[config.mk]
export PLATFORM = sky130hd
export DESIGN_NAME = word_tokenizer_with_binary_check_core
export DESIGN_NICKNAME = d
export VERILOG_FILES = /design/src/wtbc_pkg.sv /design/src/wtbc_classify.sv /design/src/wtbc_step.sv /design/src/word_tokenizer_with_binary_check_core.sv
export SDC_FILE = /design/constraint.sdc
export NUM_CORES = 1
export LEC_CHECK = 0
export BUFFER_PORTS_ARGS = -buffer_cell sky130_fd_sc_hd__buf_4
export CORE_ASPECT_RATIO = 0.7
export CORE_MARGIN = 3
export CORE_UTILIZATION = 45
export CTS_BUF_LIST = sky130_fd_sc_hd__clkbuf_2 sky130_fd_sc_hd__clkbuf_4 sky130_fd_sc_hd__clkbuf_8
export DETAILED_ROUTE_END_ITERATION = 8
export PLACE_DENSITY = 0.62
export SLEW_MARGIN = 20
export SYNTH_ARGS = -nofsm -noshare
export SYNTH_HDL_FRONTEND = slang
export SYNTH_SLANG_ARGS = --single-unit
[constraint.sdc]
create_clock -name i_clk -period 3.45 [get_ports i_clk]
set_clock_uncertainty 0.2 [all_clocks]
set_input_delay 0.5175 -clock i_clk [delete_from_list [all_inputs] [get_ports i_clk]]
set_output_delay 0.5175 -clock i_clk [all_outputs]
set_load 0.02 [all_outputs]
[src/wtbc_pkg.sv]
// Types and constants shared by the word tokenizer modules.
package wtbc_pkg;

    localparam int unsigned ByteW   = 8;
    localparam int unsigned CfgIdxW = 1;

    typedef enum logic [1:0] {
        KIND_CHAR  = 2'd0,
        KIND_END   = 2'd1,
        KIND_ABORT = 2'd2
    } t_kind;

    localparam logic OP_BYTE = 1'b0;
    localparam logic OP_EOD  = 1'b1;

    localparam logic [CfgIdxW-1:0] CFG_MAX_WORD_CHARS = 1'b0;
    localparam logic [CfgIdxW-1:0] CFG_BAD_CHAR_LIMIT = 1'b1;

    localparam logic [ByteW-1:0] MAX_WORD_CHARS_RST = 8'd254;
    localparam logic [ByteW-1:0] BAD_CHAR_LIMIT_RST = 8'd20;

    typedef struct packed {
        logic             is_word;
        logic             is_bad;
        logic [ByteW-1:0] lc;
    } t_byte_class;

    typedef struct packed {
        logic             valid;
        t_kind            kind;
        logic [ByteW-1:0] out_char;
        logic             first_of_word;
        logic [ByteW-1:0] word_length;
    } t_result;

endpackage

[src/wtbc_classify.sv]
// Byte classifier: word character, non-text byte, lowercase form.
module wtbc_classify (
    input  logic [wtbc_pkg::ByteW-1:0] i_byte,
    output wtbc_pkg::t_byte_class      o_class
);
    import wtbc_pkg::*;

    logic w_upper;
    logic w_space;

    always_comb begin
        w_upper = i_byte inside {[8'h41:8'h5A]};
        w_space = i_byte inside {[8'd9:8'd13], 8'd32};
        o_class.is_word = i_byte inside {[8'h61:8'h7A], [8'h41:8'h5A], [8'h30:8'h39], 8'h5F};
        o_class.is_bad  = ((i_byte < 8'd32) || (i_byte > 8'd127)) && !w_space;
        o_class.lc      = w_upper ? (i_byte + 8'd32) : i_byte;
    end

endmodule

[src/wtbc_step.sv]
// Tokenizer state and per-item result logic.
module wtbc_step (
    input  logic                       i_clk,
    input  logic                       i_rst_n,
    input  logic                       i_fire,
    input  logic                       i_op,
    input  wtbc_pkg::t_byte_class      i_class,
    input  logic [wtbc_pkg::ByteW-1:0] i_max_word_chars,
    input  logic [wtbc_pkg::ByteW-1:0] i_bad_char_limit,
    output wtbc_pkg::t_result          o_result
);
    import wtbc_pkg::*;

    logic             r_in_word;
    logic [ByteW-1:0] r_kept_length;
    logic [ByteW-1:0] r_bad_count;
    logic             r_aborted;
    logic             n_in_word;
    logic [ByteW-1:0] n_kept_length;
    logic [ByteW-1:0] n_bad_count;
    logic             n_aborted;

    always_comb begin
        n_in_word     = r_in_word;
        n_kept_length = r_kept_length;
        n_bad_count   = r_bad_count;
        n_aborted     = r_aborted;
        o_result      = '0;
        if (i_fire) begin
            if (i_op == OP_EOD) begin
                if (r_in_word && !r_aborted) begin
                    o_result.valid       = 1'b1;
                    o_result.kind        = KIND_END;
                    o_result.word_length = r_kept_length;
                end
                n_in_word     = 1'b0;
                n_kept_length = '0;
                n_bad_count   = '0;
                n_aborted     = 1'b0;
            end else if (!r_aborted) begin
                if (i_class.is_word) begin
                    if (!r_in_word) begin
                        n_in_word              = 1'b1;
                        n_kept_length          = 8'd1;
                        o_result.valid         = 1'b1;
                        o_result.kind          = KIND_CHAR;
                        o_result.out_char      = i_class.lc;
                        o_result.first_of_word = 1'b1;
                    end else if (r_kept_length < i_max_word_chars) begin
                        n_kept_length     = r_kept_length + 8'd1;
                        o_result.valid    = 1'b1;
                        o_result.kind     = KIND_CHAR;
                        o_result.out_char = i_class.lc;
                    end
                end else if (i_class.is_bad && (r_bad_count >= i_bad_char_limit)) begin
                    n_aborted      = 1'b1;
                    n_in_word      = 1'b0;
                    n_kept_length  = '0;
                    o_result.valid = 1'b1;
                    o_result.kind  = KIND_ABORT;
                end else begin
                    if (i_class.is_bad) begin
                        n_bad_count = r_bad_count + 8'd1;
                    end
                    if (r_in_word) begin
                        n_in_word            = 1'b0;
                        n_kept_length        = '0;
                        o_result.valid       = 1'b1;
                        o_result.kind        = KIND_END;
                        o_result.word_length = r_kept_length;
                    end
                end
            end
        end
    end

    always_ff @(posedge i_clk) begin
        if (!i_rst_n) begin
            r_in_word     <= 1'b0;
            r_kept_length <= '0;
            r_bad_count   <= '0;
            r_aborted     <= 1'b0;
        end else begin
            r_in_word     <= n_in_word;
            r_kept_length <= n_kept_length;
            r_bad_count   <= n_bad_count;
            r_aborted     <= n_aborted;
        end
    end

endmodule

[src/word_tokenizer_with_binary_check_core.sv]
// Top level of the word tokenizer with binary-content check.
//
//  channel   | handshake          | payload
//  ----------+--------------------+-------------------------------------------
//  request   | i_valid / o_ready  | i_op, i_in_byte
//  result    | o_valid / i_ready  | o_kind, o_out_char, o_first_of_word,
//            |                    | o_word_length
//  config    | i_cfg_we           | i_cfg_index, i_cfg_data
//
//  One request per cycle while the result side is not stalled; a taken request is held in the
//  request register, which feeds the classifier and state update, and these load the result
//  register in the same cycle.
//  Reset clears the pipeline valids and the word state and loads the config defaults.
//  A stalled result holds the result register and the request register behind it.
module word_tokenizer_with_binary_check_core (
    input  logic                         i_clk,
    input  logic                         i_rst_n,
    input  logic                         i_valid,
    output logic                         o_ready,
    input  logic                         i_op,
    input  logic [wtbc_pkg::ByteW-1:0]   i_in_byte,
    output logic                         o_valid,
    input  logic                         i_ready,
    output logic [1:0]                   o_kind,
    output logic [wtbc_pkg::ByteW-1:0]   o_out_char,
    output logic                         o_first_of_word,
    output logic [wtbc_pkg::ByteW-1:0]   o_word_length,
    input  logic                         i_cfg_we,
    input  logic [wtbc_pkg::CfgIdxW-1:0] i_cfg_index,
    input  logic [wtbc_pkg::ByteW-1:0]   i_cfg_data
);
    import wtbc_pkg::*;

    logic [ByteW-1:0] r_max_word;
    logic [ByteW-1:0] r_bad_limit;
    logic             r_req_valid;
    logic             r_req_op;
    logic [ByteW-1:0] r_req_byte;
    logic             r_out_valid;
    t_result          r_out;
    logic             w_advance;
    t_byte_class      w_class;
    t_result          w_result;

    assign w_advance = r_req_valid && (!r_out_valid || i_ready);
    assign o_ready   = !r_req_valid || w_advance;

    always_ff @(posedge i_clk) begin
        if (!i_rst_n) begin
            r_max_word  <= MAX_WORD_CHARS_RST;
            r_bad_limit <= BAD_CHAR_LIMIT_RST;
        end else if (i_cfg_we) begin
            case (i_cfg_index)
                CFG_MAX_WORD_CHARS: r_max_word  <= i_cfg_data;
                CFG_BAD_CHAR_LIMIT: r_bad_limit <= i_cfg_data;
                default: ;
            endcase
        end
    end

    always_ff @(posedge i_clk) begin
        if (!i_rst_n) begin
            r_req_valid <= 1'b0;
        end else if (o_ready) begin
            r_req_valid <= i_valid;
        end
    end

    always_ff @(posedge i_clk) begin
        if (o_ready && i_valid) begin
            r_req_op   <= i_op;
            r_req_byte <= i_in_byte;
        end
    end

    wtbc_classify u_classify (
        .i_byte  (r_req_byte),
        .o_class (w_class)
    );

    wtbc_step u_step (
        .i_clk            (i_clk),
        .i_rst_n          (i_rst_n),
        .i_fire           (w_advance),
        .i_op             (r_req_op),
        .i_class          (w_class),
        .i_max_word_chars (r_max_word),
        .i_bad_char_limit (r_bad_limit),
        .o_result         (w_result)
    );

    always_ff @(posedge i_clk) begin
        if (!i_rst_n) begin
            r_out_valid <= 1'b0;
        end else if (w_advance) begin
            r_out_valid <= w_result.valid;
        end else if (i_ready) begin
            r_out_valid <= 1'b0;
        end
    end

    always_ff @(posedge i_clk) begin
        if (w_advance && w_result.valid) begin
            r_out <= w_result;
        end
    end

    assign o_valid         = r_out_valid;
    assign o_kind          = r_out.kind;
    assign o_out_char      = r_out.out_char;
    assign o_first_of_word = r_out.first_of_word;
    assign o_word_length   = r_out.word_length;

endmodule

==> results.py, run 1 <==
metrics = {
    "worst_setup_path": {
        "reg2reg_depth": 8,
        "cp.arrival_ps": 3050,
        "rrSetupSlack_ps": 470,
        "cp-start-kind": "flop",
        "reg2reg_from": "u_step.r_bad_count[0]$_SDFFE_PN0P_",
        "crit_path_end_kind": "flop",
        "rr_endpoint": "u_step.r_bad_count[4]$_SDFFE_PN0P_",
        "crit_slowest_cell": "or4_1",
        "crit_chain": "inv_1 > ha_1 > nor3b_1 > o21ai_0 > a221oi_1 > o2111ai_2 > or4_1 > a21oi_1",
        "slowest_delay_ps": 600,
        "critPathKind": "reg2reg",
        "critPathTopFamily": "compound AO/OA/AOI/OAI gates",
        "required_ps": 3520,
        "path_buf_inv": 1,
        "path_max_fanout": 11,
    },
    "cells_and_area": {
        "drive_above_1_share": 0.181,
        "multi_input_area_um2": 1550,
        "ff_latch_area_um2": 1560,
        "stdcell_count": 476,
        "num-nets-final": 419,
        "layout_common_cells": "46 x nand2_1, 46 x buf_4, 36 x dfxtp_1, 28 x edfxtp_1, 22 x and2_1",
        "n_antenna_cell": 0,
        "nFillCells": 632,
        "syn2layout_area_growth_pct": 20.0,
    },
    "routing": {
        "drt-total-wl_um": 6970,
        "drc": 0,
        "drt-pass1-iter-count": 5,
        "viasPerCell": 5.30,
        "drt-wirelength-per-cell_um": 14.7,
        "drtIter0Drc": 138,
        "antenna_left": 0,
        "vias": 2524,
    },
    "yosys": {
        "synth-seq-cells": 64,
        "synth-edff-count": 28,
        "synthArstFlopShare": 0,
        "syn_avg_cell_area_um2": 9.74,
        "synthCells": 333,
        "synthFlopType": "dfxtp_1",
        "yosysWarnings": 0,
        "synth_fp_nets": 375,
        "synth.distinct_cells": 55,
        "seq_area_frac_synth": 0.481,
        "netlist_area_um2": 3240,
    },
    "clock_tree": {
        "cts_tree": "yes",
        "post_cts_buffers": 0,
        "clk_pin_slew_ps": 70,
        "cts_buffer_depth": 2,
        "cts_root_buffer": "clkbuf_8",
        "cts_hold_buf": 0,
        "cts_sinks": 64,
        "numCtsBuffers": 9,
        "htree_levels": 3,
        "worstSkewPairLatency_ps": 340,
        "cts_resized": 0,
    },
    "timing": {
        "max_freq_mhz": 335,
        "tightest_slew_ps": 994,
        "fin_setup_tns_ps": 0,
        "period_share": 0.865,
        "finalSetupViolations": 0,
        "finalMaxSlewViolations": 0,
        "relSlewSlack": 0.336,
        "finalHoldViolations": 0,
        "rsz0062_at_grt": "false",
        "period_minus_slack_ps": 2980,
    },
    "placed_design": {
        "dp_cells": 460,
        "numPortBuffers": 43,
        "place_congestion": 0.855,
        "dp_hpwl_um": 5100,
    },
    "floorplan": {
        "ios": 44,
        "fp.dieH_um": 77.0,
        "die-area_um2": 8280,
        "num_rows": 25,
        "initial_utilization": 0.471,
        "die_w_um": 107,
        "core_um2": 6880,
    },
    "power_and_ir_drop": {
        "p_sw_frac": 0.230,
        "p_leak_uw": 0.00156,
        "irDropWorstVdd_uv": 190,
        "switchingPower_uw": 404,
        "p_int_uw": 1350,
        "pwr-share-comb": 0.083,
        "clock_power_share": 0.443,
        "power_per_cell_area_nw_per_um2": 451,
        "seqPwrFrac": 0.474,
    },
    "grt": {
        "overflow": 0,
        "grt_usage": 0.179,
        "grt_max_degree": 27,
        "antenna_found_initial": 0,
        "grt_pass1_vias": 2367,
        "grt_first_pass_wirelength_um": 11800,
    },
    "hold_path": {
        "worstHoldStart": "i_in_byte[4]",
        "holdPathStages": 1,
        "hold_class": "in2reg",
        "holdPathEnd": "r_req_byte[4]$_DFFE_PP_",
    },
    "run": {
        "cap_viol_max_count": 0,
    },
    "outcome": {
        "outcome": "completed",
    },
}
## layout make-up
cell class | count | share of cell area
inverters | 20 | 0.0193
repair buffers | 46 | 0.0887
multi-input cells | 236 | 0.398
flip-flops and latches | 64 | 0.401
clock buffers | 9 | 0.0318
well taps | 94 | 0.0302
clock inverters | 7 | 0.0305
## cell usage after synthesis (all sizes together) (6+ instances only)
cell,count,area share
nand2,46,0.053
dfxtp,36,0.22
edfxtp,28,0.26
and2,22,0.042
inv,20,0.023
ha,19,0.073
o21ai,17,0.027
nor2,13,0.015
clkbuf,12,0.014
o211ai,11,0.025
nor3,10,0.015
a21oi,9,0.014
a21boi,8,0.019
nand3,8,0.012
or4,6,0.015
## worst reg2reg max path: stages (launching register included)
cell	delay, ps
dfxtp_1	410
inv_1	80
ha_1	270
nor3b_1	160
o21ai_0	110
a221oi_1	550
o2111ai_2	360
or4_1	600
a21oi_1	170
## through the flow
| stage | hold slack [ps] | area (um^2) | util | setup WS [ps] | total power [uW] |
|---|---|---|---|---|---|
| final | 146 | 3890 | 0.566 | 467 | 1760 |
| after global routing | 123 | 3890 | 0.566 | 274 | 1830 |
| after CTS | 128 | 3890 | 0.566 | 459 | 1770 |
| after detailed placement | 262 | 3650 | 0.530 | 484 | 995 |
| after global placement | 253 | 3650 | 0.530 | 602 | 992 |
| after floorplan | 243 | 3240 | - | 606 | 942 |
## cells by family after synthesis
| kind of cell | after synthesis | synth area share |
|---|---|---|
| AOI/OAI and AO/OA | 81 | 0.183 |
| xor gates and xnor gates | 1 | 0.00270 |
| adders and majority gates | 19 | 0.0733 |
| buffers and inverters | 33 | 0.0405 |
| DFF | 64 | 0.481 |
| muxes | 2 | 0.00617 |
| and+or+nand+nor | 133 | 0.213 |
## power groups by stage
stage	Combinational [uW]	Sequential (uW)	Clock (uW)
after detailed placement	145	850	0
after global routing	162	837	831
final	146	833	778
after global placement	143	849	0
after floorplan	97.2	845	0
after CTS	146	833	797
## worst max-delay path by stage
stage / from / to / slack (ps) / cells after the start
6_report: u_step.r_bad_count[0]$_SDFFE_PN0P_ / u_step.r_bad_count[4]$_SDFFE_PN0P_ / 470 / 8
5_1_grt: r_bad_limit[3]$_SDFFE_PN0P_ / u_step.r_bad_count[4]$_SDFFE_PN0P_ / 270 / 8
4_1_cts: u_step.r_bad_count[0]$_SDFFE_PN0P_ / u_step.r_bad_count[4]$_SDFFE_PN0P_ / 460 / 8
3_5_place_dp: u_step.r_bad_count[0]$_SDFFE_PN0P_ / u_step.r_bad_count[4]$_SDFFE_PN0P_ / 480 / 8
3_3_place_gp: u_step.r_bad_count[0]$_SDFFE_PN0P_ / o_word_length[7]$_SDFFCE_PN0P_ / 600 / 9
2_1_floorplan: r_req_byte[1]$_DFFE_PP_ / o_first_of_word$_SDFFCE_PP0P_ / 610 / 6
## flip-flops by register name (all words and copies together), names as in the netlist
register,flops
o_first_of_word,1
o_kind,2
o_out_char,8
o_valid,1
o_word_length,8
r_bad_limit,8
r_max_word,8
r_req_byte,8
r_req_op,1
r_req_valid,1
u_step.r_aborted,1
u_step.r_bad_count,8
u_step.r_in_word,1
u_step.r_kept_length,8
## per-layer routing
metal,vias to the layer above,part of all wire,track usage
li1,1312,-,-
met1,1153,0.52,0.270
met2,57,0.42,0.246
met3,2,0.056,0.0538
met4,0,0.0034,0.0530
met5,-,0,0
Power figures use the tool's default switching activity.
==> inputs of run 2 (changes only) <==
- GPL_TIMING_DRIVEN: not set -> 0
==> run 2 against run 1 <==
  * Clock power shrank 18%
  * Critical path depth did not move
  * Via count grew 4.2%
  * Die area is the same
  * Power shrank 7.7%
  * Largest power group unchanged
==> results.py, run 2 (synthesis gave the netlist of run 1 again) <==
metrics = {
    "timing": {
        "tightest_slew_ps": 957,
        "period_share": 0.869,
        "finalHoldViolations": 0,
        "max_freq_mhz": 334,
        "finalMaxSlewViolations": 0,
        "worst_slack_ps": 452,
        "period_minus_slack_ps": 3000,
        "finalSetupViolations": 0,
        "rsz0062_at_grt": "false",
        "relSlewSlack": 0.358,
        "fin_setup_tns_ps": 0,
    },
    "worst_setup_path": {
        "crit_path_end_kind": "flop",
        "path_max_fanout": 19,
        "slowest_delay_ps": 460,
        "critPathKind": "reg2reg",
        "crit_slowest_cell": "a221oi_2",
        "critPathTopFamily": "compound AO/OA/AOI/OAI gates",
        "crit_chain": "inv_1 > ha_1 > nor3b_1 > o21ai_0 > a221oi_2 > o2111a_1 > o32ai_1 > and2_2",
        "cp-start-kind": "flop",
        "path_buf_inv": 1,
        "required_ps": 3300,
        "cp.arrival_ps": 2850,
    },
    "cells_and_area": {
        "n_antenna_cell": 0,
        "drive_above_1_share": 0.174,
        "stdcell_count": 485,
        "layout_common_cells": "46 x nand2_1, 42 x buf_4, 36 x dfxtp_1, 28 x edfxtp_1, 21 x and2_1",
        "num-nets-final": 428,
        "final_common_cell": "nand2_1",
        "syn2layout_area_growth_pct": 19.7,
    },
    "clock_tree": {
        "cts_hold_buf": 0,
        "cts_root_buffer": "clkbuf_8",
        "numCtsBuffers": 9,
        "worstSkewPairLatency_ps": 350,
        "cts_sinks": 64,
        "cts_buffer_depth": 2,
        "htree_levels": 3,
        "clk_pin_slew_ps": 70,
        "cts_tree": "yes",
    },
    "floorplan": {
        "num_rows": 25,
        "fp.dieH_um": 77.0,
        "initial_utilization": 0.471,
        "core_um2": 6880,
        "ios": 44,
        "die_w_um": 107,
        "die-area_um2": 8280,
    },
    "placed_design": {
        "place_congestion": 0.855,
        "dp_hpwl_um": 5230,
        "post-place-ws_ps": 184,
        "dp_cells": 469,
        "numPortBuffers": 42,
    },
    "power_and_ir_drop": {
        "power_per_cell_area_nw_per_um2": 418,
        "irDropWorstVdd_uv": 189,
        "p_leak_uw": 0.00155,
    },
    "routing": {
        "drt-total-wl_um": 7230,
        "vias": 2630,
        "drt-pass1-iter-count": 4,
        "drc": 0,
        "viasPerCell": 5.42,
        "antenna_left": 0,
        "drt-wirelength-per-cell_um": 14.9,
        "drtIter0Drc": 126,
    },
    "grt": {
        "grt_pass1_vias": 2549,
        "overflow": 0,
        "grt_usage": 0.187,
        "grt_first_pass_wirelength_um": 12200,
        "antenna_found_initial": 0,
        "grt_max_degree": 20,
    },
    "outcome": {
        "outcome": "completed",
    },
    "run": {
        "cap_viol_max_count": 0,
    },
    "hold_path": {
        "hold_class": "in2reg",
    },
}
## run 2: cell types whose count changed in the layout (fill, tap and decap cells not counted), sizes merged
cell / previous run / this run
buf: 46 / 43
clkinvlp: 2 / 0
clkbuf: 9 / 26
bufinv: 3 / 0
## run 2: where the power goes
part | switching [uW] | total, uW | internal (uW) | leakage (uW)
combinational | 94.3 | 158 | 63.3 | 0.000868
sequential | 16.5 | 829 | 813 | 0.000577
clock | 288 | 635 | 347 | 0.000106
## run 2: worst paths after layout
kind	startpoint	endpoint	slack, ps	cells after the start
hold reg to reg	r_bad_limit[7]$_SDFFE_PN0P_	r_bad_limit[7]$_SDFFE_PN0P_	270	2
setup reg to reg	u_step.r_bad_count[0]$_SDFFE_PN0P_	o_kind[1]$_SDFFCE_PN0P_	450	8
hold / removal	i_in_byte[6]	r_req_byte[6]$_DFFE_PP_	150	1
setup / recovery	u_step.r_bad_count[0]$_SDFFE_PN0P_	o_kind[1]$_SDFFCE_PN0P_	450	8
## run 2: cell type report
cell class	instances	area (um^2)
sequential	64	1560
fill	646	3000
buffer	13	56.3
tap	94	118
clock buffer	14	186
clock inverter	2	11.3
timing repair buffer	42	315
inverter	20	75.1
multi-input combinational	236	1560
## run 2: layer usage
layer | track usage | up-vias | share of wire
li1 | - | 1338 | -
met1 | 0.269 | 1238 | 0.52
met2 | 0.266 | 48 | 0.43
met3 | 0.0648 | 6 | 0.046
met4 | 0.0504 | 0 | 0.0084
met5 | 0 | - | 0
## run 2: through the flow
stage               cell area [um^2]  utilization  power [uW]  hold slack (ps)
floorplan                       3240            -         942              243
CTS                             3870        0.563        1640              125
finish                          3880        0.564        1620              146
global placement                3680        0.534         998              258
detailed placement              3680        0.534        1000              264
global route                    3880        0.564        1700              121
## run 2: timing repair
item / CTS / global route
resized for setup: 0 / 2
setup buffers: 0 / 0
endpoints found under the setup margin: 0 / 19
==> inputs of run 3 (changes only) <==
- RECOVER_POWER: not set -> 50
==> run 3 against run 2 <==
  * Via count down 0.19%
  * Power down 0.38%
  * Worst hold slack better by 23 ps
  * First-iteration DRC count up 38%
  * Fmax up 0.24%
==> results.py, run 3 (synthesis gave the netlist of run 1 again) <==
metrics = {
    "outcome": {
        "outcome": "completed",
    },
    "routing": {
        "drc": 0,
        "drtIter0Drc": 174,
        "drt-pass1-iter-count": 4,
        "drt-wirelength-per-cell_um": 14.9,
        "vias": 2625,
        "antenna_left": 0,
        "viasPerCell": 5.41,
        "drt-total-wl_um": 7210,
    },
    "timing": {
        "finalMaxSlewViolations": 0,
        "rsz0062_at_grt": "false",
        "fin_setup_tns_ps": 0,
        "relSlewSlack": 0.364,
        "worst_slack_ps": 459,
        "period_minus_slack_ps": 2990,
        "tightest_slew_ps": 948,
        "holdWs_ps": 169,
        "finalHoldViolations": 0,
        "finalSetupViolations": 0,
        "period_share": 0.867,
        "max_freq_mhz": 334,
    },
    "clock_tree": {
        "cts_hold_buf": 0,
        "cts_sinks": 64,
        "clk_pin_slew_ps": 70,
        "worstSkewPairLatency_ps": 350,
        "numCtsBuffers": 9,
        "cts_tree": "yes",
        "cts_resized": 0,
        "cts_root_buffer": "clkbuf_8",
        "htree_levels": 3,
        "post_cts_buffers": 0,
        "cts_buffer_depth": 2,
    },
    "floorplan": {
        "die-area_um2": 8280,
        "initial_utilization": 0.471,
        "num_rows": 25,
        "ios": 44,
        "die_w_um": 107,
        "fp.dieH_um": 77.0,
        "core_um2": 6880,
    },
    "placed_design": {
        "dp_hpwl_um": 5230,
        "placed_cell_area_um2": 3680,
        "numPortBuffers": 42,
        "place_congestion": 0.855,
        "post-place-ws_ps": 184,
    },
    "worst_setup_path": {
        "worstSetupStartpoint": "u_step.r_bad_count[0]$_SDFFE_PN0P_",
        "critPathKind": "reg2reg",
        "reg2reg_depth": 8,
        "required_ps": 3300,
        "reg2reg_from": "u_step.r_bad_count[0]$_SDFFE_PN0P_",
        "rrSetupSlack_ps": 460,
        "path_max_fanout": 19,
        "cp-endpoint": "o_kind[1]$_SDFFCE_PN0P_",
        "cp.arrival_ps": 2840,
        "crit_path_end_kind": "flop",
        "rr_endpoint": "o_kind[1]$_SDFFCE_PN0P_",
        "cp-start-kind": "flop",
    },
    "cells_and_area": {
        "num-nets-final": 428,
        "final_common_cell": "nand2_1",
        "n_antenna_cell": 0,
        "final_area_um2": 3800,
        "syn2layout_area_growth_pct": 17.1,
        "layout_common_cells": "46 x nand2_1, 36 x dfxtp_1, 34 x clkbuf_1, 28 x edfxtp_1",
        "nFillCells": 665,
        "drive_above_1_share": 0.118,
    },
    "run": {
        "cap_viol_max_count": 0,
    },
    "hold_path": {
        "hold_class": "in2reg",
    },
    "grt": {
        "grt_max_degree": 20,
        "grt_pass1_vias": 2549,
        "antenna_found_initial": 0,
        "grt_first_pass_wirelength_um": 12200,
        "grt_usage": 0.187,
        "overflow": 0,
    },
    "power_and_ir_drop": {
        "irDropWorstVdd_uv": 188,
        "power_per_cell_area_nw_per_um2": 425,
        "p_leak_uw": 0.00146,
    },
}
-- run 3: power breakdown --
group	switching, uW	total, uW	internal (uW)
Combinational	94.2	154	59.4
Clock	286	633	347
Sequential	16.2	829	813
-- run 3: per-stage QoR --
stage	std cells	util	total power, uW
floorplan	333	-	942
finish	485	0.552	1620
detailed placement	469	0.534	1000
global route	485	0.552	1690
global placement	469	0.534	998
CTS	485	0.563	1640
-- run 3: area by class of cell --
| type | instances | area (um^2) | area share |
|---|---|---|---|
| clock inverter | 2 | 11.3 | 0.00296 |
| buffer | 13 | 56.3 | 0.0148 |
| clock buffer | 14 | 186 | 0.0491 |
| multi-input combinational | 236 | 1560 | 0.410 |
| inverter | 20 | 75.1 | 0.0198 |
| sequential | 64 | 1560 | 0.411 |
| tap | 94 | 118 | 0.0310 |
| timing repair buffer | 42 | 233 | 0.0613 |
-- run 3: critical path, cell delays in order (launching register included) --
cell and delay (ps):
dfxtp_1 430, inv_1 110, ha_1 280, nor3b_1 170
o21ai_0 150, a221oi_2 460, o2111a_1 410, o32ai_1 120
and2_2 370
-- run 3: routing by layer --
metal | vias to the layer above | GRT usage | wire length (um)
met2 | 44 | 0.266 | 3100
met4 | 0 | 0.0504 | 61
met1 | 1237 | 0.269 | 3690
met5 | - | 0 | 0
li1 | 1338 | - | -
met3 | 6 | 0.0648 | 359
-- run 3: worst min path at each step --
stage | start | end | slack, ps | depth (start not counted)
finish | i_in_byte[6] | r_req_byte[6]$_DFFE_PP_ | 170 | 1
global route | i_in_byte[4] | r_req_byte[4]$_DFFE_PP_ | 140 | 1
CTS | i_in_byte[6] | r_req_byte[6]$_DFFE_PP_ | 120 | 1
detailed placement | r_bad_limit[7]$_SDFFE_PN0P_ | r_bad_limit[7]$_SDFFE_PN0P_ | 260 | 2
global placement | r_bad_limit[6]$_SDFFE_PN0P_ | r_bad_limit[6]$_SDFFE_PN0P_ | 260 | 2
floorplan | r_bad_limit[1]$_SDFFE_PN0P_ | r_bad_limit[1]$_SDFFE_PN0P_ | 240 | 2
